**config.mk**
```make
export PLATFORM = sky130hd
export DESIGN_NAME = bss_mul
export DESIGN_NICKNAME = d
export VERILOG_FILES = /design/src/rtl/core/bss_pkg.sv /design/src/rtl/core/bss_mul.sv
export SDC_FILE = /design/constraint.sdc
export NUM_CORES = 2
export LEC_CHECK = 0
export ABC_AREA = 1
export BUFFER_PORTS_ARGS = -buffer_cell sky130_fd_sc_hd__buf_2
export CAP_MARGIN = 30
export CORE_ASPECT_RATIO = 1.5
export CORE_MARGIN = 2
export CORE_UTILIZATION = 45
export CTS_BUF_LIST = sky130_fd_sc_hd__clkbuf_4 sky130_fd_sc_hd__clkbuf_8
export DETAILED_ROUTE_END_ITERATION = 7
export GPL_TIMING_DRIVEN = 0
export HOLD_SLACK_MARGIN = 0.05
export PLACE_DENSITY = 0.74
export SLEW_MARGIN = 20
export SYNTH_ARGS = -nofsm -noshare
export SYNTH_HDL_FRONTEND = slang
export SYNTH_SLANG_ARGS = --single-unit
export TNS_END_PERCENT = 30
```
**constraint.sdc**
```tcl
create_clock -name clock -period 7.7 [get_ports clock]
set_input_delay 1.54 -clock clock [delete_from_list [all_inputs] [get_ports clock]]
set_output_delay 1.54 -clock clock [all_outputs]
set_load 0.005 [all_outputs]
```
**src/rtl/core/bss_pkg.sv**
```systemverilog
// bss_pkg: shared types, codes and constants for the brush segment stamp core.
// Used by the register block, the arithmetic units and the top level.
package bss_pkg;

   localparam int DEF_MAX_WIDTH  = 256;
   localparam int DEF_MAX_HEIGHT = 256;
   localparam int DEF_NUM_LAYERS = 3;

   localparam int CSR_ADDR_W = 5;
   localparam int CSR_DATA_W = 32;

   localparam int MUL_W      = 34;
   localparam int DIV_NUM_W  = 64;
   localparam int DIV_DEN_W  = 36;
   localparam int DIV_REM_W  = 38;
   localparam int DIV_CNT_W  = 7;

   localparam logic [DIV_CNT_W-1:0] STEPS_QUOT = 7'd64;
   localparam logic [DIV_CNT_W-1:0] STEPS_SQRT = 7'd18;
   localparam logic [DIV_CNT_W-1:0] STEPS_FALL = 7'd34;

   typedef enum logic [1:0] {
      KIND_BEGIN   = 2'd0,
      KIND_SEGMENT = 2'd1,
      KIND_READ    = 2'd2
   } kind_type;

   typedef enum logic [2:0] {
      REG_CANVAS_WIDTH  = 3'd0,
      REG_CANVAS_HEIGHT = 3'd1,
      REG_BRUSH_RADIUS  = 3'd2,
      REG_BRUSH_FLOW    = 3'd3,
      REG_DWELL_DECAY   = 3'd4,
      REG_ACTIVE_LAYER  = 3'd5
   } reg_index_type;

   typedef enum logic [4:0] {
      ST_CLEAR,
      ST_IDLE,
      ST_BEGIN,
      ST_READ,
      ST_READ_WAIT,
      ST_SET_DX,
      ST_SET_DY,
      ST_SET_LEN,
      ST_SET_R2,
      ST_PIX,
      ST_DOT_A,
      ST_DOT_B,
      ST_DOT_C,
      ST_DIST_A,
      ST_DIST_B,
      ST_DIST_C,
      ST_CROSS_A,
      ST_CROSS_B,
      ST_CROSS_C,
      ST_CROSS_SQ,
      ST_CROSS_DIV,
      ST_DIV_WAIT,
      ST_CHECK,
      ST_SQRT_WAIT,
      ST_FALL_WAIT,
      ST_FALL_SQ,
      ST_COV,
      ST_DECAY,
      ST_UPDATE,
      ST_NEXT,
      ST_FINISH
   } state_type;

   typedef struct packed {
      logic [8:0]  canvas_width;
      logic [8:0]  canvas_height;
      logic [9:0]  brush_radius;
      logic [15:0] brush_flow;
      logic [15:0] dwell_decay;
      logic [1:0]  active_layer;
   } cfg_type;

   typedef struct packed {
      logic                 start;
      logic                 is_sqrt;
      logic [DIV_NUM_W-1:0] num;
      logic [DIV_DEN_W-1:0] den;
      logic [DIV_CNT_W-1:0] steps;
   } div_cmd_type;

   typedef struct packed {
      logic                 busy;
      logic                 done;
      logic [DIV_NUM_W-1:0] result;
   } div_res_type;

endpackage

```
**src/rtl/core/bss_mul.sv**
```systemverilog
// bss_mul: shared signed multiplier with registered product.
// Depends on bss_pkg (MUL_W).
module bss_mul (
   input  logic                                clock,
   input  logic signed [bss_pkg::MUL_W-1:0]    op_a,
   input  logic signed [bss_pkg::MUL_W-1:0]    op_b,
   output logic signed [2*bss_pkg::MUL_W-1:0]  prod_ff
);
   import bss_pkg::*;

   logic signed [2*MUL_W-1:0] prod_in;

   assign prod_in = op_a * op_b;

   always_ff @(posedge clock) begin
      prod_ff <= prod_in;
   end

endmodule

```
==> flow_metrics.py <==
metrics = {
    "status": {
        "status": "complete, but fails checks",
        "violations": "setup timing",
    },
    "routing": {
        "ant_nets": 0,
        "routedWlPerCell_um": 26.0,
        "routed_wl_mm": 195,
        "vias": 39183,
        "dr.pass1.iters": 6,
        "viasPerCell": 5.22,
        "drc": 0,
        "initialDrtViolationCount": 3335,
    },
    "synth": {
        "yosysTopAreaCellShare": 0.537,
        "synth_seq_cells": 68,
        "avgSynthCellArea_um2": 7.74,
        "synthAdderAreaFrac": 0.592,
        "synth-main-ff-cell": "dfxtp_1",
        "synth_common_cells": "2111 x inv_1, 1657 x nand2_1, 1241 x fa_1",
        "synth_top_area_cell": "fa_1",
        "yosysMostFrequentCell": "inv_1",
        "synth-compound-area-share": 0.0117,
        "synth.distinct_cells": 30,
        "synth_nets": 7492,
        "async_reset_ff_frac": 0,
        "synth_edf_count": 0,
        "synthMuxAreaShare": 0,
        "syn-instance-count": 5978,
        "synthXorXnorAreaFrac": 0.00681,
        "synth_area_leaders": "fa_1 54%, inv_1 17%, nand2_1 13%, ha_1 5.5%, dfxtp_1 2.9%",
        "ys_warn_count": 0,
        "synth-simple-area-share": 0.166,
        "synth_seq_area_share": 0.0294,
        "netlist_area_um2": 46300,
        "synth_top_family_by_area": "adder cells",
    },
    "timing": {
        "rsz0062_at_grt": "true",
        "period_minus_slack_ps": 8030,
        "fin_crit_sh": 1.04,
        "slew_viol_final": 0,
        "setup_violations": 40,
        "clock.fmax_mhz": 124,
        "max_slew_margin": 0.438,
        "tightest_slew_ps": 842,
        "final_hold_viol_count": 0,
        "fin_hold_ws_ps": 1670,
        "timing.final.ws_setup_ps": -334,
    },
    "clock_tree": {
        "cts.sinks": 68,
        "clockRootBuffer": "clkbuf_8",
        "cts.reportedPaths.clkPinSlew_ps": 100,
        "cts_buffers": 9,
        "postCtsHoldBufs": 0,
        "cts_buffer_depth": 2,
        "cts_tree": "built",
        "htreeDepth": 3,
    },
    "min_path": {
        "hold-path-endpoint": "prod_ff[0]$_DFF_P_",
        "hold_path.class": "input port to flop",
        "hold_depth": 3,
        "holdCritStartpoint": "op_a[0]",
    },
    "run": {
        "maxCapViolations": 0,
    },
    "global_route": {
        "grt.total_usage": 0.380,
        "antenna_found_initial": 4,
        "gr-total-overflow": 0,
        "grt_pass1_vias": 42147,
        "grt_pass1_wl_mm": 283,
        "grt_max_degree": 18,
    },
    "cells_and_area": {
        "nNetsFinal": 7697,
        "reg_top3": "prod_ff x68",
        "largest_reg_flops": 68,
        "fill_cells": 9595,
        "regArea_um2": 1360,
        "fin_util": 0.527,
        "drive_above_1_share": 0.156,
        "top_register": "prod_ff",
        "multi_input_area_um2": 38000,
        "syn_to_final_growth_pct": 16.4,
    },
    "floorplan": {
        "coreArea_um2": 102000,
        "floorplan.initialDensity": 0.452,
        "fp-row-count": 144,
        "die_w_um": 266,
        "chipHeight_um": 397,
        "die-area_um2": 105000,
        "ios": 137,
    },
    "worst_setup_path": {
        "worstPathMaxFanout": 6,
        "endpoint_kind": "flop",
        "cp.arrival_ps": 8290,
        "required_ps": 7950,
        "critPathKind": "input port to flop",
        "critPathLaunchType": "input port",
    },
    "placed_design": {
        "hpwlAfterDp_mm": 166,
        "place.gp.congestion": 1.09,
        "port_buffers": 69,
    },
}
==> metrics by stage <==
step	setup TNS [ps]	setup WS, ps	cell area, um2	std cells
2_1_floorplan	-415	-68.6	46500	5978
3_3_place_gp	-100960	-2240	48500	7361
3_5_place_dp	-89190	-2010	49000	7399
4_1_cts	-3990	-204	52800	7458
5_1_grt	-12900	-421	53900	7503
6_report	-7680	-334	53900	7503
==> metal layers <==
| metal | vias up | share of wire | track usage |
|---|---|---|---|
| met3 | 851 | 0.087 | 0.0749 |
| li1 | 16474 | - | - |
| met2 | 2178 | 0.46 | 0.618 |
| met5 | - | 0.000067 | 0 |
| met1 | 19678 | 0.33 | 0.420 |
| met4 | 2 | 0.13 | 0.348 |
==> logic make-up (layout without fill, tap and decap cells) <==
logic type               after synthesis  count (layout)
XOR/XNOR                              36              36
buffers and inverters               2388            2598
AO/OA/AOI/OAI                        100             100
other                                  0               1
AND/OR/NAND/NOR                     1941            1941
adder cells (fa/ha/maj)             1445            1445
flip-flops                            68              68
==> placed cells by master (no fill, tap or decap), types with 8 or more instances in the layout <==
cell / n
xor2_1: 24
nor2_4: 42
nor3_2: 11
buf_12: 16
xor2_2: 10
nand3_2: 20
fa_1: 1175
nand3_1: 55
dfxtp_1: 68
clkbuf_8: 94
a21oi_1: 28
buf_8: 29
nand2_2: 101
ha_4: 46
nand4_1: 18
nand2_1: 1549
inv_2: 59
a21oi_4: 11
fa_2: 66
nor2_2: 30
nand2_4: 28
clkbuf_16: 27
ha_1: 153
nor2_1: 57
clkbuf_4: 60
clkbuf_2: 47
o21ai_0: 14
buf_4: 93
buf_2: 78
o21bai_1: 9
a21oi_2: 27
or2_2: 8
buf_6: 25
inv_1: 2053
==> how the worst max path moves through the flow <==
stage	start	to	slack, ps	cells past startpoint
floorplan	op_b[14]	prod_ff[60]$_DFF_P_	-70	24
CTS	op_a[33]	prod_ff[64]$_DFF_P_	-200	26
finish	op_a[33]	prod_ff[50]$_DFF_P_	-330	26
global placement	op_b[21]	prod_ff[62]$_DFF_P_	-2240	26
detailed placement	op_a[21]	prod_ff[67]$_DFF_P_	-2010	25
global route	op_a[33]	prod_ff[60]$_DFF_P_	-420	26
==> final cells by class <==
class                   count  share of cell area
diodes                      1           0.0000464
inverters                2117               0.148
clock inverters             7             0.00183
plain buffers             271              0.0564
clock buffers               9             0.00230
multi-input cells        3522               0.706
well taps                1314              0.0305
repair buffers            194              0.0304
flip-flops and latches     68              0.0253
==> worst max-delay path, cell delays in order <==
cell and delay, ps:
clkbuf_16 160, clkbuf_16 210, nand2_8 90, inv_4 40, fa_2 580, fa_2 470
fa_2 740, buf_12 170, buf_4 110, fa_1 420, fa_1 490, fa_1 500
fa_1 490, inv_1 50, fa_2 670, inv_1 110, ha_4 320, nand2_1 170
nor2_4 220, inv_2 70, nor2_4 140, nand2_2 90, inv_1 80, nand3_1 110
nand4_1 110, nand2_1 100
==> timing repair <==
| action | in CTS | in global routing |
|---|---|---|
| endpoints found under the setup margin | 55 | 49 |
| setup buffers | 42 | 44 |
| gates resized for setup | 919 | 272 |
| pin swaps | 84 | 97 |
| cloned | 1 | 0 |
Power is left out: the tool's default activity adds up to more than one toggle a clock period on the data nets, which glitch-free logic cannot reach.
