### config.mk
export PLATFORM = sky130hd
export DESIGN_NAME = bss_divsqrt
export DESIGN_NICKNAME = d
export VERILOG_FILES = /design/src/rtl/core/bss_pkg.sv /design/src/rtl/core/bss_divsqrt.sv
export SDC_FILE = /design/constraint.sdc
export NUM_CORES = 1
export LEC_CHECK = 0
export BUFFER_PORTS_ARGS = -buffer_cell sky130_fd_sc_hd__clkbuf_2
export CAP_MARGIN = 15
export CORE_MARGIN = 8
export CORE_UTILIZATION = 35
export DETAILED_ROUTE_END_ITERATION = 7
export GPL_TIMING_DRIVEN = 0
export PLACE_DENSITY = 0.55
export RECOVER_POWER = 25
export SLEW_MARGIN = 20
export SYNTH_ARGS = -nofsm -noshare
export SYNTH_HDL_FRONTEND = slang
export SYNTH_SLANG_ARGS = --single-unit
### constraint.sdc
create_clock -name clock -period 9.05 [get_ports clock]
set_input_delay 2.715 -clock clock [delete_from_list [all_inputs] [get_ports clock]]
set_output_delay 2.715 -clock clock [all_outputs]
set_load 0.05 [all_outputs]
### src/rtl/core/bss_pkg.sv
// bss_pkg: shared types, codes and constants for the brush segment stamp core.
// Used by the register block, the arithmetic units and the top level.
package bss_pkg;

   localparam int DEF_MAX_WIDTH  = 256;
   localparam int DEF_MAX_HEIGHT = 256;
   localparam int DEF_NUM_LAYERS = 3;

   localparam int CSR_ADDR_W = 5;
   localparam int CSR_DATA_W = 32;

   localparam int MUL_W      = 34;
   localparam int DIV_NUM_W  = 64;
   localparam int DIV_DEN_W  = 36;
   localparam int DIV_REM_W  = 38;
   localparam int DIV_CNT_W  = 7;

   localparam logic [DIV_CNT_W-1:0] STEPS_QUOT = 7'd64;
   localparam logic [DIV_CNT_W-1:0] STEPS_SQRT = 7'd18;
   localparam logic [DIV_CNT_W-1:0] STEPS_FALL = 7'd34;

   typedef enum logic [1:0] {
      KIND_BEGIN   = 2'd0,
      KIND_SEGMENT = 2'd1,
      KIND_READ    = 2'd2
   } kind_type;

   typedef enum logic [2:0] {
      REG_CANVAS_WIDTH  = 3'd0,
      REG_CANVAS_HEIGHT = 3'd1,
      REG_BRUSH_RADIUS  = 3'd2,
      REG_BRUSH_FLOW    = 3'd3,
      REG_DWELL_DECAY   = 3'd4,
      REG_ACTIVE_LAYER  = 3'd5
   } reg_index_type;

   typedef enum logic [4:0] {
      ST_CLEAR,
      ST_IDLE,
      ST_BEGIN,
      ST_READ,
      ST_READ_WAIT,
      ST_SET_DX,
      ST_SET_DY,
      ST_SET_LEN,
      ST_SET_R2,
      ST_PIX,
      ST_DOT_A,
      ST_DOT_B,
      ST_DOT_C,
      ST_DIST_A,
      ST_DIST_B,
      ST_DIST_C,
      ST_CROSS_A,
      ST_CROSS_B,
      ST_CROSS_C,
      ST_CROSS_SQ,
      ST_CROSS_DIV,
      ST_DIV_WAIT,
      ST_CHECK,
      ST_SQRT_WAIT,
      ST_FALL_WAIT,
      ST_FALL_SQ,
      ST_COV,
      ST_DECAY,
      ST_UPDATE,
      ST_NEXT,
      ST_FINISH
   } state_type;

   typedef struct packed {
      logic [8:0]  canvas_width;
      logic [8:0]  canvas_height;
      logic [9:0]  brush_radius;
      logic [15:0] brush_flow;
      logic [15:0] dwell_decay;
      logic [1:0]  active_layer;
   } cfg_type;

   typedef struct packed {
      logic                 start;
      logic                 is_sqrt;
      logic [DIV_NUM_W-1:0] num;
      logic [DIV_DEN_W-1:0] den;
      logic [DIV_CNT_W-1:0] steps;
   } div_cmd_type;

   typedef struct packed {
      logic                 busy;
      logic                 done;
      logic [DIV_NUM_W-1:0] result;
   } div_res_type;

endpackage

### src/rtl/core/bss_divsqrt.sv
// bss_divsqrt: shared bit-serial unit, restoring divide (one quotient bit a cycle)
// or integer square root (one root bit a cycle). Depends on bss_pkg.
module bss_divsqrt (
   input  logic                  clock,
   input  logic                  reset,
   input  bss_pkg::div_cmd_type  cmd,
   output bss_pkg::div_res_type  res
);
   import bss_pkg::*;

   logic                 busy_ff, busy_in;
   logic                 done_ff, done_in;
   logic                 sqrt_ff, sqrt_in;
   logic [DIV_NUM_W-1:0] num_ff, num_in;
   logic [DIV_DEN_W-1:0] den_ff, den_in;
   logic [DIV_REM_W-1:0] rem_ff, rem_in;
   logic [DIV_NUM_W-1:0] quo_ff, quo_in;
   logic [DIV_CNT_W-1:0] cnt_ff, cnt_in;
   logic [DIV_REM_W-1:0] partial, trial;
   logic                 ge;

   assign partial = sqrt_ff ? {rem_ff[DIV_REM_W-3:0], num_ff[DIV_NUM_W-1 -: 2]}
                            : {rem_ff[DIV_REM_W-2:0], num_ff[DIV_NUM_W-1]};
   assign trial   = sqrt_ff ? {quo_ff[DIV_REM_W-3:0], 2'b01}
                            : DIV_REM_W'(den_ff);
   assign ge      = partial >= trial;

   always_comb begin
      busy_in = busy_ff;
      done_in = 1'b0;
      sqrt_in = sqrt_ff;
      num_in  = num_ff;
      den_in  = den_ff;
      rem_in  = rem_ff;
      quo_in  = quo_ff;
      cnt_in  = cnt_ff;
      if (cmd.start) begin
         busy_in = 1'b1;
         sqrt_in = cmd.is_sqrt;
         num_in  = cmd.num;
         den_in  = cmd.den;
         rem_in  = '0;
         quo_in  = '0;
         cnt_in  = cmd.steps;
      end else if (busy_ff) begin
         rem_in = ge ? partial - trial : partial;
         quo_in = {quo_ff[DIV_NUM_W-2:0], ge};
         num_in = sqrt_ff ? {num_ff[DIV_NUM_W-3:0], 2'b00} : {num_ff[DIV_NUM_W-2:0], 1'b0};
         cnt_in = cnt_ff - 1'b1;
         if (cnt_ff == DIV_CNT_W'(1)) begin
            busy_in = 1'b0;
            done_in = 1'b1;
         end
      end
   end

   always_ff @(posedge clock) begin
      if (reset) begin
         busy_ff <= 1'b0;
         done_ff <= 1'b0;
      end else begin
         busy_ff <= busy_in;
         done_ff <= done_in;
      end
   end

   always_ff @(posedge clock) begin
      sqrt_ff <= sqrt_in;
      num_ff  <= num_in;
      den_ff  <= den_in;
      rem_ff  <= rem_in;
      quo_ff  <= quo_in;
      cnt_ff  <= cnt_in;
   end

   assign res.busy   = busy_ff;
   assign res.done   = done_ff;
   assign res.result = quo_ff;

endmodule
==> summary by stage, run 1 <==
Global route
The maximum number of pins on one net before global-route repair is 41. For this run, the total global-route usage over all layers was measured as 0.159. The number of global-route vias before repair is 8932.

Summed over all layers, the global routing overflow is 0. The initial antenna violation count is 1. The first global-routing pass estimated 49500 um of wire.

Floorplanning
The die outline area is 0.0384 mm^2. The area inside the core boundary is 0.0322 mm^2. The number of primary I/O pins is 177. The floorplan has 66 rows. The width of the die is 196 um.

The initial utilization of the core area, before any placement, comes to 0.352. In this run the vertical extent of the chip is 196 um.

Logic synthesis
The proportion of netlist area held by the largest area contributor is 0.286. The synthesized instance count is 1116. For this run, asynchronously set or reset flops after synthesis account for 0. The most used flip-flop cell after synthesis is sky130_fd_sc_hd__edfxtp_1. For this run, the register share of the synthesized area comes to 0.468. The number of enable-type register cells in the synthesized netlist is 108. In this run the mean area of a mapped cell was 10.2 um^2.

The Yosys step of the flow raised 0 warnings. The post-synth net total is 1268. The cell area after synthesis is 0.0113 mm^2. The netlist uses 57 different library cells.

The number of synthesized register bits is 211. Sorting the synthesized cells by area gives the leading types as sky130_fd_sc_hd__edfxtp_1 29%, sky130_fd_sc_hd__dfxtp_1 18%, sky130_fd_sc_hd__mux2i_1 15%. The library cell occupying the most area in the post-synthesis netlist is sky130_fd_sc_hd__edfxtp_1.

Critical path
The path depth of the worst reg2reg path is 16. In this run the critical register-to-register path is captured at rem_ff[36]. In this run the register-to-register setup slack is 3050 ps. The critical path goes through clkbuf_1 > clkbuf_1 > clkbuf_1 > clkbuf_1 > mux2i_1 > ha_1 > a21oi_1 > o21ai_0 > a221o_1 > a221o_1 > o21ai_2 > o31ai_4 > a21oi_4 > buf_2 > nand2b_1 > o21ai_0. In this design, the critical path's most frequently occurring cell is sky130_fd_sc_hd__clkbuf_1. The largest individual stage delay along the critical path comes from the cell sky130_fd_sc_hd__clkbuf_1. The peak per-stage delay on the critical path is 860 ps.

The kind of end point of the critical path is a flop. The data arrival time of the worst path is 6430 ps. The reg-to-reg startpoint is sqrt_ff. Data on the critical path is required at its endpoint by 9480 ps. The worst setup path is launched from a flop.

The critical path in this run is classified as reg2reg. The highest net fanout along the worst path is 10. The critical path contains buffers and inverters numbering 5 combined. The category of cells accounting for the largest share of critical-path delay is buffers and inverters.

Min path
In this run the worst hold path is classified as reg2reg. The cell depth of the worst hold path is 2. In this run the most critical hold path is launched from rem_ff[7]. The worst-case hold path end point is rem_ff[7].

Layout
The multi-input combinational cells in the finished layout cover a total of 0.00568 mm^2. The area of all placed cells without fillers is 0.0136 mm^2. Relative to the synthesized area, the layout overhead comes to 19.7%. The final design utilization is 0.421.

The non-filler instance count after layout is 1748. The count of fill cells added during filler insertion is 3171. The antenna diode instance count is 0. Of the cells placed in the final design, the portion with a size suffix greater than 1 is 0.183. Registers take 0.00531 mm^2. At the end of the flow, the number of nets in the layout was 1473.

Clock network
The count of hold buffers inserted by post-cts repair is 0. In this run the deepest clock path goes through 3 buffers. CTS saw 211 sinks. In this run, CTS created clock tree buffers numbering 26. The tree is rooted in a sky130_fd_sc_hd__clkbuf_16. The maximum level of the CTS H-tree is 1. After clock tree synthesis, the repair step resized 0 gates.

The worst-skew pair later-pin latency is 560 ps. After clock tree synthesis, the setup repair step added 0 buffers. TritonCTS built the clock tree. The CTS clock-pin slew for the worst setup and hold paths is 60 ps.

Timing
The final-report max-slew violation count is 40. The worst clock skew is 23.2 ps. The measured slew at the worst slew-check pin is 2350 ps. Counting I/O delays and the setup requirement, the final critical path takes 6000 ps. Setup repair after global routing left no endpoint under its margin. The final hold violation count is 0. Timing would allow up to 0.167 GHz. After routing, the total negative slack on setup checks comes to 0 ps. The number of setup violations in the final report is 0. The fraction of the cycle the final worst path needs is 0.663. Measured against its own limit, the worst slew margin works out to -0.567.

Detailed routing
The routed layout has 8944 vias. The final layout contains routed wiring with a total length of 31500 um. After detailed routing, the average wire length per cell comes to 18.0 um.

For this run, the detailed router's first-pass iteration total came to 5. The number of design-rule violations left by the first detailed-router iteration is 455. The count of nets left with antenna violations once routing finished came out at 0. After detailed routing, the number of remaining DRC violations is 0.

The vias per cell is 5.12.

Place
Buffers placed on the I/O ports in this run total 176. Summed over all nets, the half-perimeter wirelength after detailed placement is 23300 um. The placer's final routability congestion estimate is 0.818.

The area after detailed placement is 0.0127 mm^2. After detailed placement, the design holds a cell count of 1701.

Pwr
The leakage dissipation is 5.79 nW. The post-route total power is 3.29 mW. The maximum resistive drop on vdd is 0.134 mV.

Dividing total power by cell area gives a power density of 243 mW/mm^2.

Outcome
The run finished, with violations left. The final reports fail on capacitance limit, slew limit.

Flow run
Max-cap violations in this run came to 1.
-- cells in the mapped netlist (10+ instances only) --
cell type	count
sky130_fd_sc_hd__mux2i_1	168
sky130_fd_sc_hd__nand2_1	103
sky130_fd_sc_hd__nand2b_1	10
sky130_fd_sc_hd__buf_1	15
sky130_fd_sc_hd__nor2_1	133
sky130_fd_sc_hd__mux2_2	38
sky130_fd_sc_hd__a21oi_1	61
sky130_fd_sc_hd__inv_1	12
sky130_fd_sc_hd__a211oi_1	24
sky130_fd_sc_hd__xor2_1	18
sky130_fd_sc_hd__xnor2_1	18
sky130_fd_sc_hd__o21ai_0	95
sky130_fd_sc_hd__nand4_1	10
sky130_fd_sc_hd__ha_1	40
sky130_fd_sc_hd__edfxtp_1	108
sky130_fd_sc_hd__a21o_1	19
sky130_fd_sc_hd__clkbuf_1	51
sky130_fd_sc_hd__dfxtp_1	103
-- routing by layer --
layer / track usage / vias to the layer above / share of wire
li1: - / 4458 / -
met4: 0.0432 / 0 / 0.024
met1: 0.221 / 4245 / 0.48
met3: 0.0367 / 44 / 0.057
met5: 0 / - / 0
met2: 0.245 / 197 / 0.44
-- layout by cell type, fill, tap and decap left out, drive strengths merged, types with 38 or more instances in the layout --
master  Yosys  final
ha         40     40
dfxtp     103    103
edfxtp    108    108
clkbuf     51    269
nor2      133    133
nand2     103    103
a21oi      62     62
mux2       38     38
mux2i     168    168
o21ai      96     96
-- stage by stage --
stage | setup slack, ps | hold WS (ps)
floorplan | 4080 | 448
global placement | 1900 | 479
detailed placement | 3070 | 492
CTS | 3030 | 499
global route | 2600 | 524
finish | 3050 | 500
-- tightest hold or removal path: cells and delay by family (launching register included) --
family	cells	cell delay (ps)
DFF	1	310
AOI/OAI and AO/OA	1	50
and+or+nand+nor	1	90
-- layout make-up --
cell class                      count  area share
Timing Repair Buffer              177      0.0643
Sequential cell                   211       0.391
Multi-Input combinational cell    819       0.419
Tap cell                          408      0.0376
Clock inverter                      5     0.00737
Clock buffer                       42      0.0554
Inverter                           12     0.00350
Buffer                             74      0.0224
-- power by group --
group | internal [mW] | leakage, nW | switching, mW | total [mW]
sequential | 1.11 | 1.93 | 0.0540 | 1.16
clock | 0.626 | 0.410 | 0.418 | 1.04
combinational | 0.453 | 3.45 | 0.636 | 1.09
-- sequential cells by signal, indices dropped and copies added (netlist names) --
| name | flops |
|---|---|
| den_ff | 36 |
| busy_ff | 1 |
| quo_ff | 64 |
| cnt_ff | 7 |
| rem_ff | 37 |
| done_ff | 1 |
| num_ff | 64 |
| sqrt_ff | 1 |
-- cells by family (layout without fill, tap and decap cells) --
kind of cell,count (synthesis),after routing,share of synthesized area
AND/OR/NAND/NOR,298,298,0.113
AO/OA/AOI/OAI,238,238,0.129
flip-flops,211,211,0.468
multiplexers,206,206,0.186
buffers and inverters,86,310,0.0308
adder cells (fa/ha/maj),41,41,0.0459
XOR/XNOR,36,36,0.0278
-- how the worst max path moves through the flow --
stage              from          to  slack (ps)  cells after the start
2_1_floorplan  cmd[108]   cnt_ff[0]        4080                      3
3_3_place_gp   cmd[108]  num_ff[38]        1900                      4
3_5_place_dp    sqrt_ff  rem_ff[35]        3070                     16
4_1_cts         sqrt_ff  rem_ff[27]        3030                     16
5_1_grt         sqrt_ff  rem_ff[27]        2600                     17
6_report        sqrt_ff  rem_ff[36]        3050                     16
Note: power is estimated with default switching activity, not from simulation.
==> inputs of run 2 (changes only) <==
Clock period 9.05 ns to 6.15 ns, I/O delays scaled along.
==> summary by stage, run 2 (same netlist as run 1, synthesis figures left out) <==
Detailed routing
For this block, the initial DRC count from the detailed router was 444. The routed layout has 8929 vias. The remaining routing DRC violations is 0. The detailed-routing iteration count for the pre-antenna-repair pass is 6. The met3 wire length is 1850 um. In this run the top signal layer used is met4. The detailed-route wire length is 31500 um.

The met2 layer wire length in the routed design is 13900 um. The average detailed-routed wire length per instance is 18.0 um. In the final routing, the length of wire on met1 measures 15000 um. The antenna violation net count after detailed routing is 0. The vias per cell is 5.11.

Timing
The number of setup violations in the final report is 0. The fraction of the cycle the final worst path needs is 0.887. The fmax is 0.183 GHz.

Measured against its own limit, the worst slew margin works out to -0.571. Setup repair after global routing left no endpoint under its margin. The final-report max-slew violation count came to 40. For the pin with the worst max-slew slack, the measured transition is 2360 ps. The shortest clock period the worst path allows after layout is 5450 ps. The final hold slack is 500 ps. The final hold violation count is 0. The worst clock skew is 22.3 ps.

Critical path
The data arrival time of the worst path is 5880 ps. The slack of the worst reg-to-reg path is 700 ps. Following the worst setup path forward leads to its endpoint at rem_ff[36]. Tracing the worst setup path back leads to its startpoint at sqrt_ff. In this run the critical register-to-register path is captured at rem_ff[36]. The reg-to-reg startpoint is sqrt_ff. The worst setup path is captured at a flop.

The launching element type of the critical path is a flop. The critical path class is reg2reg. At the worst endpoint, the required time is 6580 ps. The highest net fanout along the worst path is 10. Counting cells, the worst reg-to-reg path comes to 17.

Clock network
After clock tree synthesis, the setup repair step added 0 buffers. The worst-skew pair later-pin latency is 560 ps. In this run the number of H-tree levels came out at 1. TritonCTS built the clock tree. The total of cells resized after clock tree synthesis is 0.

The clock net in this run drives a total of 211 sinks. The number of hold buffers added after CTS was 0. The CTS clock-pin slew for the worst setup and hold paths is 60 ps. The number of buffers between clock root and the deepest sink is 3. Counting the buffers created by CTS gives 26. Clock tree synthesis selected as its root buffer the cell sky130_fd_sc_hd__clkbuf_16.

Floorplanning
The starting density of the core is 0.352. The number of core rows is 66. The number of primary I/O pins is 177. The area inside the core boundary is 0.0322 mm^2. The die is 196 um wide. Measured along the y axis, the die boundary spans 196 um. The die outline area is 0.0384 mm^2.

Flow run
The count of maximum capacitance violations is 1.

Place
Detailed placement ended at an HPWL of 23300 um. The congestion estimate from routability-driven global placement came to 0.818. The number of input and output port buffers inserted is 176. The instance count after placement with tap cells included is 1701.

Layout
In the layout the commonest cells are 168 x sky130_fd_sc_hd__mux2i_1, 158 x sky130_fd_sc_hd__clkbuf_2, 133 x sky130_fd_sc_hd__nor2_1. Compared with the post-synthesis result, the final layout area differs by 19.8%. The share of post-route cells with drive strength above 1 is 0.187.

The antenna diode instance count is 0. The most common library cell in the layout ignoring fill and taps is sky130_fd_sc_hd__mux2i_1. The number of nets in the finished design is 1473. In the final layout, the registers with the most flip-flops are num_ff (64), quo_ff (64), rem_ff (37).

Counting the fill cells in the layout gives 3169. Once layout is complete, the cells apart from fillers number 1748.

Min path
The path type of the worst min-delay path is reg2reg.

Pwr
The power density over the cells is 357 mW/mm^2. The maximum resistive drop on vdd is 0.198 mV. For this design the static power due to leakage is 5.80 nW.

Global route
The initial antenna violation count is 1. The overall overflow remaining after global route is 0. The aggregate global-route resource usage is 0.159. The wire length of the first global-routing pass is 49500 um. The number of global-route vias before repair was 8932. The maximum number of pins on one net before global-route repair is 41.

Outcome
The flow ran to the end, but the final reports show violations. The checks that failed: capacitance limit, slew limit.
-- run 2: worst min-delay path by stage --
stage	start	to	slack [ps]	depth (start not counted)
after floorplan	rem_ff[31]	rem_ff[31]	450	2
after global placement	rem_ff[35]	rem_ff[35]	480	2
after detailed placement	rem_ff[7]	rem_ff[7]	490	2
after CTS	rem_ff[7]	rem_ff[7]	500	2
after global routing	rem_ff[14]	rem_ff[14]	520	2
final	rem_ff[17]	rem_ff[17]	500	2
-- run 2: layer usage --
metal / vias to the layer above / global-route usage
li1: 4461 / -
met1: 4228 / 0.221
met2: 196 / 0.245
met3: 44 / 0.0367
met4: 0 / 0.0432
met5: - / 0
-- run 2: report_power, final --
group          internal [mW]  total (mW)  switching (mW)
Clock                  0.921        1.54           0.615
Combinational          0.667        1.60           0.937
Sequential              1.63        1.71          0.0797
Total                   3.22        4.85            1.63
-- run 2: final cells by class --
cell class | count | area (um^2) | share of cell area
Clock buffer | 42 | 752 | 0.0554
Sequential cell | 211 | 5310 | 0.391
Clock inverter | 5 | 100 | 0.00737
Inverter | 12 | 47.5 | 0.00350
Timing Repair Buffer | 177 | 872 | 0.0642
Buffer | 74 | 310 | 0.0229
Tap cell | 408 | 510 | 0.0376
Multi-Input combinational cell | 819 | 5680 | 0.418
-- run 2: worst max-delay path, cell delays in order (launching register included) --
cell and delay, ps:
sky130_fd_sc_hd__edfxtp_1 320, sky130_fd_sc_hd__clkbuf_1 210, sky130_fd_sc_hd__clkbuf_1 570, sky130_fd_sc_hd__clkbuf_2 450, sky130_fd_sc_hd__clkbuf_2 450, sky130_fd_sc_hd__mux2i_1 370, sky130_fd_sc_hd__ha_1 290, sky130_fd_sc_hd__clkbuf_1 180
sky130_fd_sc_hd__nand4_1 100, sky130_fd_sc_hd__o21ai_0 120, sky130_fd_sc_hd__o41ai_1 390, sky130_fd_sc_hd__nor3_1 100, sky130_fd_sc_hd__a2111oi_2 450, sky130_fd_sc_hd__o31ai_4 190, sky130_fd_sc_hd__a21oi_4 370, sky130_fd_sc_hd__buf_2 310
sky130_fd_sc_hd__nand2b_1 290, sky130_fd_sc_hd__o21ai_0 140
-- run 2: per-stage QoR --
step                utilization  area (um^2)  power (mW)  setup TNS [ps]  setup slack (ps)
detailed placement        0.396        12700        3.33               0               167
global placement          0.395        12700        3.32           -9180              -132
finish                    0.422        13600        4.85               0               697
CTS                       0.422        13600        4.90               0               135
floorplan                     -        11300        2.93               0              1870
global route              0.422        13600        5.14               0               275
