==> src/rtl/core/bss_pkg.sv <==
// bss_pkg: shared types, codes and constants for the brush segment stamp core.
// Used by the register block, the arithmetic units and the top level.
package bss_pkg;

   localparam int DEF_MAX_WIDTH  = 256;
   localparam int DEF_MAX_HEIGHT = 256;
   localparam int DEF_NUM_LAYERS = 3;

   localparam int CSR_ADDR_W = 5;
   localparam int CSR_DATA_W = 32;

   localparam int MUL_W      = 34;
   localparam int DIV_NUM_W  = 64;
   localparam int DIV_DEN_W  = 36;
   localparam int DIV_REM_W  = 38;
   localparam int DIV_CNT_W  = 7;

   localparam logic [DIV_CNT_W-1:0] STEPS_QUOT = 7'd64;
   localparam logic [DIV_CNT_W-1:0] STEPS_SQRT = 7'd18;
   localparam logic [DIV_CNT_W-1:0] STEPS_FALL = 7'd34;

   typedef enum logic [1:0] {
      KIND_BEGIN   = 2'd0,
      KIND_SEGMENT = 2'd1,
      KIND_READ    = 2'd2
   } kind_type;

   typedef enum logic [2:0] {
      REG_CANVAS_WIDTH  = 3'd0,
      REG_CANVAS_HEIGHT = 3'd1,
      REG_BRUSH_RADIUS  = 3'd2,
      REG_BRUSH_FLOW    = 3'd3,
      REG_DWELL_DECAY   = 3'd4,
      REG_ACTIVE_LAYER  = 3'd5
   } reg_index_type;

   typedef enum logic [4:0] {
      ST_CLEAR,
      ST_IDLE,
      ST_BEGIN,
      ST_READ,
      ST_READ_WAIT,
      ST_SET_DX,
      ST_SET_DY,
      ST_SET_LEN,
      ST_SET_R2,
      ST_PIX,
      ST_DOT_A,
      ST_DOT_B,
      ST_DOT_C,
      ST_DIST_A,
      ST_DIST_B,
      ST_DIST_C,
      ST_CROSS_A,
      ST_CROSS_B,
      ST_CROSS_C,
      ST_CROSS_SQ,
      ST_CROSS_DIV,
      ST_DIV_WAIT,
      ST_CHECK,
      ST_SQRT_WAIT,
      ST_FALL_WAIT,
      ST_FALL_SQ,
      ST_COV,
      ST_DECAY,
      ST_UPDATE,
      ST_NEXT,
      ST_FINISH
   } state_type;

   typedef struct packed {
      logic [8:0]  canvas_width;
      logic [8:0]  canvas_height;
      logic [9:0]  brush_radius;
      logic [15:0] brush_flow;
      logic [15:0] dwell_decay;
      logic [1:0]  active_layer;
   } cfg_type;

   typedef struct packed {
      logic                 start;
      logic                 is_sqrt;
      logic [DIV_NUM_W-1:0] num;
      logic [DIV_DEN_W-1:0] den;
      logic [DIV_CNT_W-1:0] steps;
   } div_cmd_type;

   typedef struct packed {
      logic                 busy;
      logic                 done;
      logic [DIV_NUM_W-1:0] result;
   } div_res_type;

endpackage

==> src/rtl/core/bss_csr.sv <==
// bss_csr: APB-style configuration registers of the brush segment stamp core.
// Depends on bss_pkg (cfg_type, register indexes).
module bss_csr (
   input  logic                              clock,
   input  logic                              reset,
   input  logic                              psel,
   input  logic                              penable,
   input  logic                              pwrite,
   input  logic [bss_pkg::CSR_ADDR_W-1:0]    paddr,
   input  logic [bss_pkg::CSR_DATA_W-1:0]    pwdata,
   output logic [bss_pkg::CSR_DATA_W-1:0]    prdata,
   output bss_pkg::cfg_type                  cfg
);
   import bss_pkg::*;

   cfg_type       cfg_ff, cfg_in;
   reg_index_type idx;
   logic          wr;

   assign idx = reg_index_type'(paddr[4:2]);
   assign wr  = psel & penable & pwrite;
   assign cfg = cfg_ff;

   always_comb begin
      cfg_in = cfg_ff;
      if (wr) begin
         unique case (idx)
            REG_CANVAS_WIDTH:  cfg_in.canvas_width  = pwdata[8:0];
            REG_CANVAS_HEIGHT: cfg_in.canvas_height = pwdata[8:0];
            REG_BRUSH_RADIUS:  cfg_in.brush_radius  = pwdata[9:0];
            REG_BRUSH_FLOW:    cfg_in.brush_flow    = pwdata[15:0];
            REG_DWELL_DECAY:   cfg_in.dwell_decay   = pwdata[15:0];
            REG_ACTIVE_LAYER:  cfg_in.active_layer  = pwdata[1:0];
            default: ;
         endcase
      end
   end

   always_comb begin
      unique case (idx)
         REG_CANVAS_WIDTH:  prdata = 32'(cfg_ff.canvas_width);
         REG_CANVAS_HEIGHT: prdata = 32'(cfg_ff.canvas_height);
         REG_BRUSH_RADIUS:  prdata = 32'(cfg_ff.brush_radius);
         REG_BRUSH_FLOW:    prdata = 32'(cfg_ff.brush_flow);
         REG_DWELL_DECAY:   prdata = 32'(cfg_ff.dwell_decay);
         REG_ACTIVE_LAYER:  prdata = 32'(cfg_ff.active_layer);
         default:           prdata = '0;
      endcase
   end

   always_ff @(posedge clock) begin
      if (reset) begin
         cfg_ff.canvas_width  <= 9'd256;
         cfg_ff.canvas_height <= 9'd256;
         cfg_ff.brush_radius  <= 10'd160;
         cfg_ff.brush_flow    <= 16'd32768;
         cfg_ff.dwell_decay   <= 16'd6554;
         cfg_ff.active_layer  <= 2'd0;
      end else begin
         cfg_ff <= cfg_in;
      end
   end

endmodule

==> config.mk <==
export PLATFORM = sky130hd
export DESIGN_NAME = bss_csr
export DESIGN_NICKNAME = d
export VERILOG_FILES = /design/src/rtl/core/bss_pkg.sv /design/src/rtl/core/bss_csr.sv
export SDC_FILE = /design/constraint.sdc
export NUM_CORES = 1
export LEC_CHECK = 0
export ABC_AREA = 1
export BUFFER_PORTS_ARGS = -buffer_cell sky130_fd_sc_hd__buf_2
export CORE_MARGIN = 2
export CORE_UTILIZATION = 43
export CTS_CLUSTER_DIAMETER = 60
export CTS_CLUSTER_SIZE = 20
export DETAILED_ROUTE_END_ITERATION = 6
export PLACE_DENSITY = 0.78
export RECOVER_POWER = 100
export SYNTH_ARGS = -nofsm -noshare
export SYNTH_HDL_FRONTEND = slang
export SYNTH_SLANG_ARGS = --single-unit
==> constraint.sdc <==
create_clock -name clock -period 1 [get_ports clock]
set_input_delay 0.1 -clock clock [delete_from_list [all_inputs] [get_ports clock]]
set_output_delay 0.1 -clock clock [all_outputs]
set_load 0.02 [all_outputs]
==> flow_summary_export.csv, run 1 <==
group,metric,value,unit
power,p_switching,1.53,mW
routing,drtIter0Drc,246,
clock_network,path_clk_slew,0.07,ns
routing,wl_per_cell,14.2,um
routing,dr.pass1.iters,6,
placement,dp_hpwl,6.88,mm
clock_network,ctsHtreeMaxLevel,3,
timing,fin_crit,1.31,ns
routing,drc,0,
synthesis,synth.cell_area,3250,um^2
timing,rsz0062_at_grt,"yes",
floorplan,core,7290,um^2
layout,diodes,0,
worst_hold_path,hold_depth,3,
routing,vias,3793,
floorplan,initial_utilization,44.6,%
grt,grt_overflow,0,
placement,place_congestion,0.853,
grt,grtUsageTotal,25.3,%
clock_network,clkLatencyLatePin,0.34,ns
worst_setup_path,cp_max_fo,2,
grt,grt_max_degree,49,
worst_setup_path,rr_endpoint,"cfg[35]",
floorplan,io_pins,136,
worst_setup_path,end_kind,"primary output",
worst_setup_path,r2r_slack,0.18,ns
synthesis,ys_types,23,
floorplan,dieArea,8270,um^2
timing,max_freq,0.764,GHz
power,p_sw_share,29.1,%
synthesis,yosysSeqAreaShare,38.2,%
clock_network,clock_path_buffers,2,
clock_network,root_buffer,"clkbuf_8",
layout,fillers,584,
routing,drt-total-wl,10.7,mm
grt,grt_pass1_wl,16.9,mm
power,vdd_drop_max,0.656,mV
floorplan,die_w,90.9,um
worst_hold_path,hold_path.startpoint,"pwdata[7]",
floorplan,fp.dieH,90.9,um
timing,setup_viol,38,
worst_setup_path,critPathLaunchType,"register",
placement,dpl_cell_area,4000,um^2
power,combPwrFrac,16.9,%
layout,largest_register_ffs,62,
outcome,violations,"negative setup slack",
timing,worst_slack,-0.308,ns
layout,final_common_cell,"nand2_1",
timing,final-max-slew-violation-count,0,
worst_setup_path,timing.rr.start,"cfg[35]",
power,seq_power_share,48.3,%
worst_setup_path,r2r_cells,4,
power,leakage,2.42,nW
clock_network,cts_sinks,62,
worst_setup_path,path_class,"reg -> out",
timing,hold_viol_final,0,
worst_setup_path,crit_required,0.90,ns
synthesis,synth.ff_latch_count,62,
power,p_clk_share,34.8,%
layout,drive_gt1_share,43.2,%
clock_network,tritoncts,"done",
synthesis,netlist_instances,502,
routing,routed_via_density,5.02,
outcome,outcome,"finished with violations",
routing,antenna_left,0,
grt,antenna_found_initial,0,
timing,finalClockSkew,0,ns
worst_hold_path,hold_end,"cfg[9]",
job,drv_cap,0,
power,p_per_area,1070,nW/um^2
synthesis,ys_warn_count,0,
placement,port_buffers,101,
grt,grt_pass1_vias,3553,
power,intPower,3.72,mW
layout,final_area,4910,um^2
timing,setup_tns,-2.78,ns
worst_setup_path,arrival,1.21,ns
floorplan,num_rows,31,
layout,num-nets-final,695,
worst_hold_path,holdCritPathClass,"in -> reg",
synthesis,synth.avg_cell_area,6.48,um^2
layout,final_cell_mix,"119 x nand2_1, 118 x nor2_1, 50 x dfxtp_2",
layout,syn2layout_area_growth,51.0,%
clock_network,cts_buffers,9,
timing,post-route-period-util,131,%
[through the flow]
stage | power (mW) | util, % | setup WS [ns] | hold slack (ns) | instances
6_report | 5.25 | 67.3 | -0.308 | 0.00734 | 756
5_1_grt | 5.46 | 67.3 | -0.327 | 0.0215 | 756
4_1_cts | 5.22 | 65.8 | -0.275 | 0.000178 | 752
3_5_place_dp | 3.29 | 54.8 | -0.235 | 0.331 | 710
3_3_place_gp | 3.28 | 54.8 | -0.210 | 0.328 | 710
2_1_floorplan | 3.09 | - | -0.0238 | 0.226 | 517
[cell type report]
cell class / instances / area, um^2 / share of cell area (%)
Clock buffer: 10 / 128 / 2.60
Clock inverter: 5 / 27.5 / 0.561
Inverter: 39 / 180 / 3.67
Multi-Input combinational cell: 378 / 1780 / 36.2
Sequential cell: 62 / 1300 / 26.6
Tap cell: 99 / 124 / 2.52
Timing Repair Buffer: 163 / 1370 / 27.9
[cells in the mapped netlist]
master    number  area, um^2
nand2_1      146         548
nor2_1       124         465
dfxtp_1       62        1240
nand3_1       55         275
inv_1         34         128
buf_4         22         165
nand4_1       14        87.6
nor2_4         7        78.8
buf_1          5        18.8
buf_2          5        25.0
a21oi_1        4        20.0
buf_6          4        45.0
inv_2          4        15.0
o21ai_0        3        15.0
clkbuf_1       2        7.51
nand3_2        2        20.0
nand3_4        2        35.0
nor2_2         2        12.5
conb_1         1        3.75
inv_4          1        6.26
nand2_2        1        6.26
nand2_4        1        11.3
nor2_8         1        20.0
[worst max-delay path by stage]
stage                     startpoint   endpoint  slack (ns)  cells past startpoint
final                        cfg[48]  prdata[4]       -0.31                      5
after global routing         cfg[48]  prdata[4]       -0.33                      5
after CTS                    cfg[51]  prdata[7]       -0.28                      5
after detailed placement    paddr[2]  prdata[0]       -0.23                      7
after global placement      paddr[3]  prdata[2]       -0.21                     10
after floorplan             paddr[2]  prdata[1]       -0.02                      8
[layer usage]
| metal | vias to the layer above | share of wire [%] | track usage, % |
|---|---|---|---|
| li1 | 1823 | - | - |
| met1 | 1750 | 41 | 30.8 |
| met2 | 181 | 49 | 42.9 |
| met3 | 39 | 7.2 | 5.15 |
| met4 | 0 | 3.6 | 11.2 |
| met5 | - | 0 | 0 |
[critical path, cell delays in order (launching register included)]
cell and delay (ns):
dfxtp_2 0.32, nand4_1 0.08, nand2_1 0.07, nor2_1 0.12
nand2_1 0.11, buf_6 0.15
[power groups by stage]
stage,registers [mW],logic [mW],clock network [mW]
floorplan,2.62,0.475,0
global placement,2.58,0.700,0
detailed placement,2.58,0.709,0
CTS,2.53,0.846,1.84
global route,2.53,0.952,1.97
finish,2.53,0.889,1.82
[logic make-up (layout without fill, tap and decap cells)]
logic type	Yosys count	in the layout	synth area share (%)
DFF	62	62	38.2
and+or+nand+nor	355	355	48.0
other	1	16	0.115
AOI/OAI and AO/OA	7	7	1.08
buffers and inverters	77	217	12.6
[timing repair]
action,CTS,global route
endpoints found under the hold margin,7,0
setup buffers,19,15
gates cloned,1,0
hold buffers,7,0
endpoints found under the setup margin,31,48
resized for setup,153,49
pin swaps,29,30
Power figures use the tool's default switching activity.
==> run 2, diff against run 1 <==
--- a/config.mk
+++ b/config.mk
@@ -14,6 +14,7 @@
 export DETAILED_ROUTE_END_ITERATION = 6
 export PLACE_DENSITY = 0.78
 export RECOVER_POWER = 100
+export SKIP_CTS_REPAIR_TIMING = 1
 export SYNTH_ARGS = -nofsm -noshare
 export SYNTH_HDL_FRONTEND = slang
 export SYNTH_SLANG_ARGS = --single-unit
==> run 2 against run 1 <==
The run ends with negative hold slack, negative setup slack left. Combinational power shrank 0.6%. Design area shrank 2.5%. Core utilization shrank 1.7 points. Clock skew is the same. Sequential power is essentially flat. Critical path type unchanged. Register-to-register slack gained 0.07 ns. Sequential cell count is the same. Non-clock buffer count shrank 4. Via count shrank 0.92%. Routed wire length shrank 2.6%. Maximum frequency grew 2.6%.
==> flow_summary_export.csv, run 2 (synthesis results as in run 1) <==
group,metric,value,unit
clock_network,ctsHtreeMaxLevel,3,
grt,grt_max_degree,49,
routing,antenna_left,0,
power,leakage,2.41,nW
routing,dr.pass1.iters,4,
placement,port_buffers,101,
outcome,violations,"negative hold slack, negative setup slack",
worst_setup_path,crit_required,0.90,ns
floorplan,io_pins,136,
floorplan,initial_utilization,44.6,%
layout,largest_register_ffs,62,
worst_hold_path,holdCritPathClass,"in -> reg",
layout,syn2layout_area_growth,47.2,%
layout,multi_input_area,1740,um^2
placement,pre_cts_ws,-0.235,ns
timing,max_freq,0.784,GHz
floorplan,core,7290,um^2
timing,post-route-period-util,128,%
timing,hold_viol_final,2,
timing,setup_viol,28,
clock_network,clkLatencyLatePin,0.34,ns
clock_network,root_buffer,"clkbuf_8",
placement,dp_hpwl,6.88,mm
layout,final_cell_mix,"122 x nand2_1, 121 x nor2_1, 57 x buf_2",
layout,num-nets-final,691,
clock_network,path_clk_slew,0.06,ns
layout,fillers,614,
routing,wl_per_cell,13.9,um
placement,place_congestion,0.853,
clock_network,tritoncts,"done",
layout,instances_no_fill,752,
layout,fin_util,65.6,%
clock_network,cts_sinks,62,
floorplan,fp.dieH,90.9,um
floorplan,dieArea,8270,um^2
timing,rsz0062_at_grt,"yes",
timing,finalClockSkew,0,ns
worst_setup_path,arrival,1.18,ns
routing,drtIter0Drc,202,
routing,routed_via_density,5.00,
grt,grt_pass1_wl,15.0,mm
layout,diodes,0,
job,drv_cap,0,
power,power,5.23,mW
grt,antenna_found_initial,0,
layout,regArea,1300,um^2
grt,grt_pass1_vias,3217,
worst_setup_path,critPathLaunchType,"register",
power,p_sw_share,28.9,%
worst_setup_path,cp_max_fo,3,
outcome,outcome,"finished with violations",
power,vdd_drop_max,0.661,mV
timing,worst_slack,-0.276,ns
worst_setup_path,end_kind,"primary output",
timing,hold_ws,-0.0142,ns
floorplan,num_rows,31,
floorplan,die_w,90.9,um
grt,grt_overflow,0,
power,p_switching,1.51,mW
power,p_per_area,1090,nW/um^2
timing,fin_crit,1.28,ns
routing,drt-total-wl,10.4,mm
timing,final-max-slew-violation-count,0,
layout,final_common_cell,"nand2_1",
clock_network,cts_buffers,9,
power,p_clk_share,34.7,%
worst_setup_path,r2r_slack,0.25,ns
power,intPower,3.72,mW
routing,vias,3758,
power,seq_power_share,48.4,%
power,combPwrFrac,16.9,%
routing,drc,0,
layout,drive_gt1_share,41.5,%
grt,grtUsageTotal,22.5,%
placement,dpl.cell_count,710,
clock_network,clock_path_buffers,2,
worst_setup_path,path_class,"reg -> out",
## run 2: cell types whose count changed in the layout (fill, tap and decap cells not counted), moves of 4 or more
cell      delta
clkbuf_2    -28
buf_2       +26
buf_6       -17
nand2_2      -4
buf_4       +16
## run 2: critical path: stages, from the launching register on
cell and delay, ns:
dfxtp_1 0.33, nand3_1 0.08, nand2_1 0.07, nor2_1 0.15
nand2_2 0.07, buf_6 0.13
## run 2: path summary, 6_finish.rpt
path / start / end / depth (start not counted)
max: cfg[60] / prdata[7] / 5
min: pwdata[3] / cfg[5] / 3
max reg2reg: cfg[2] / cfg[2] / 3
min reg2reg: cfg[13] / cfg[13] / 2
## run 2: cell type report
type | count | area share [%]
timing repair buffer | 159 | 26.9
sequential | 62 | 27.2
multi-input combinational | 378 | 36.4
clock inverter | 5 | 0.575
clock buffer | 10 | 2.67
inverter | 39 | 3.61
tap | 99 | 2.59
## run 2: through the flow
stage / setup TNS (ns) / area [um^2]
after floorplan: -0.0476 / 3360
after global placement: -10.32 / 4000
after detailed placement: -12.21 / 4000
after CTS: -4.23 / 4150
after global routing: -5.53 / 4790
final: -3.00 / 4790
## run 2: power by group through the flow
stage                     Sequential, mW  Clock (mW)  Combinational (mW)
final                               2.53        1.82               0.884
after global routing                2.53        1.98               0.946
after CTS                           2.53        1.84               0.712
after detailed placement            2.58           0               0.709
after global placement              2.58           0               0.700
after floorplan                     2.62           0               0.475
## run 2: per-layer routing
metal  global-route usage [%]  vias up  wire [um]
met5                        0        -          0
met4                     8.96        0        270
met3                     4.98       26        692
met2                     37.3      163       5110
met1                     28.4     1754       4360
li1                         -     1815          -
==> run 3, diff against run 2 <==
--- a/config.mk
+++ b/config.mk
@@ -8,11 +8,11 @@
 export ABC_AREA = 1
 export BUFFER_PORTS_ARGS = -buffer_cell sky130_fd_sc_hd__buf_2
 export CORE_MARGIN = 2
-export CORE_UTILIZATION = 43
+export CORE_UTILIZATION = 48
 export CTS_CLUSTER_DIAMETER = 60
 export CTS_CLUSTER_SIZE = 20
 export DETAILED_ROUTE_END_ITERATION = 6
-export PLACE_DENSITY = 0.78
+export PLACE_DENSITY = 0.82
 export RECOVER_POWER = 100
 export SKIP_CTS_REPAIR_TIMING = 1
 export SYNTH_ARGS = -nofsm -noshare
==> constraint.sdc (replaced) <==
create_clock -name clock -period 1.42 [get_ports clock]
set_input_delay 0.142 -clock clock [delete_from_list [all_inputs] [get_ports clock]]
set_output_delay 0.142 -clock clock [all_outputs]
set_load 0.02 [all_outputs]
==> run 3 against run 2 <==
The flow now finishes without violations. Non-clock buffer count decreased by 35. Via count decreased by 6.0%. Critical path depth increased by 3. First-iteration DRC count increased by 50%. Highest routed layer unchanged. Clock power decreased by 24%. Combinational power decreased by 44%. Design area decreased by 16%. Die area decreased by 10%. Routed wire length decreased by 9.9%.
==> flow_summary_export.csv, run 3 (synthesis results as in run 1) <==
group,metric,value,unit
worst_hold_path,hold_depth,3,
timing,relSlewSlack,57.8,%
grt,antenna_found_initial,0,
power,seq_power_share,48.6,%
power,combPwrFrac,13.5,%
worst_setup_path,rr_endpoint,"cfg[54]",
worst_setup_path,path_class,"in -> out",
floorplan,io_pins,136,
routing,drt-total-wl,9.39,mm
power,power,3.66,mW
clock_network,ctsHtreeMaxLevel,3,
layout,multi_input_area,1660,um^2
grt,grt_pass1_vias,3137,
layout,largest_register_ffs,62,
worst_setup_path,arrival,1.21,ns
worst_setup_path,r2r_slack,0.78,ns
grt,grt_overflow,0,
job,drv_cap,0,
clock_network,root_buffer,"clkbuf_8",
layout,final_common_cell,"nand2_1",
routing,drc,0,
timing,worst_slack,0.0674,ns
clock_network,clkLatencyLatePin,0.34,ns
placement,dp_hpwl,6.44,mm
worst_hold_path,hold_path.startpoint,"pwdata[11]",
layout,fin_util,62.5,%
worst_hold_path,hold_end,"cfg[13]",
floorplan,dieArea,7450,um^2
worst_setup_path,timing.rr.start,"cfg[54]",
clock_network,cts_sinks,62,
placement,pre_cts_ws,0.0529,ns
layout,final_cell_mix,"146 x nand2_1, 124 x nor2_1, 100 x buf_2",
routing,routed_via_density,5.08,
power,p_per_area,908,nW/um^2
power,p_clk_share,37.9,%
timing,fin_crit,1.35,ns
floorplan,num_rows,29,
routing,antenna_left,0,
routing,dr.pass1.iters,5,
layout,regArea,1240,um^2
timing,max_freq,0.739,GHz
clock_network,clock_path_buffers,2,
worst_hold_path,holdCritPathClass,"in -> reg",
placement,dpl_cell_area,3820,um^2
clock_network,tritoncts,"done",
layout,drive_gt1_share,25.2,%
routing,wl_per_cell,13.5,um
timing,setup_viol,0,
layout,num-nets-final,656,
grt,grt_max_degree,63,
timing,post-route-period-util,95.3,%
placement,dpl.cell_count,673,
clock_network,cts_buffers,9,
timing,setup_tns,0,ns
power,p_sw_share,28.0,%
power,leakage,2.14,nW
clock_network,path_clk_slew,0.07,ns
layout,syn2layout_area_growth,24.2,%
worst_setup_path,cp_max_fo,11,
grt,grtUsageTotal,24.6,%
power,p_switching,1.03,mW
timing,final-max-slew-violation-count,0,
layout,instances_no_fill,695,
worst_setup_path,crit_required,1.28,ns
routing,drtIter0Drc,304,
worst_setup_path,end_kind,"primary output",
layout,final_area,4040,um^2
routing,vias,3533,
floorplan,die_w,86.3,um
timing,worstMarginPinSlew,0.632,ns
floorplan,core,6460,um^2
power,vdd_drop_max,0.531,mV
grt,grt_pass1_wl,14.4,mm
layout,diodes,0,
outcome,outcome,"completed",
layout,fillers,600,
worst_setup_path,r2r_cells,2,
placement,place_congestion,0.897,
timing,finalClockSkew,0,ns
power,intPower,2.64,mW
worst_setup_path,critPathLaunchType,"input pin",
floorplan,initial_utilization,50.3,%
timing,hold_viol_final,0,
timing,hold_ws,0.0193,ns
placement,port_buffers,101,
floorplan,fp.dieH,86.3,um
==> run 3: cell count changes in the layout (fill, tap and decap cells not counted), moves of 24 or more <==
cell | before | now
buf_6 | 31 | 0
dfxtp_1 | 13 | 62
buf_2 | 57 | 100
buf_4 | 55 | 18
nand2_1 | 122 | 146
dfxtp_2 | 49 | 0
==> run 3: final cells by class <==
| type | count | area share [%] |
|---|---|---|
| Clock buffer | 14 | 4.03 |
| Clock inverter | 1 | 0.124 |
| Inverter | 39 | 3.75 |
| Multi-Input combinational cell | 378 | 41.0 |
| Sequential cell | 62 | 30.8 |
| Tap cell | 77 | 2.39 |
| Timing Repair Buffer | 124 | 17.9 |
==> run 3: worst max-delay path by stage <==
stage / cells after the start / end / start
after floorplan: 7 / prdata[3] / paddr[4]
after global placement: 8 / prdata[15] / paddr[3]
after detailed placement: 7 / prdata[7] / paddr[2]
after CTS: 7 / prdata[7] / paddr[2]
after global routing: 8 / prdata[11] / paddr[3]
final: 8 / prdata[15] / paddr[3]
==> run 3: per-layer routing <==
layer,track usage (%),share of wire [%]
met1,29.2,41
met2,43.1,50
met3,7.05,7.3
met4,7.53,1.6
met5,0,0
==> run 3: power by group through the flow <==
stage	Clock [mW]	Combinational [mW]	Sequential, mW
6_report	1.39	0.496	1.78
5_1_grt	1.47	0.539	1.78
4_1_cts	1.39	0.473	1.78
3_5_place_dp	0	0.470	1.82
3_3_place_gp	0	0.464	1.82
2_1_floorplan	0	0.326	1.84
==> run 3: critical path, cell delays in order <==
cell     delay [ns]
buf_2          0.17
inv_4          0.11
nand2_2        0.08
nor2_4         0.25
buf_12         0.17
nand2_1        0.06
nand2_1        0.06
buf_2          0.16
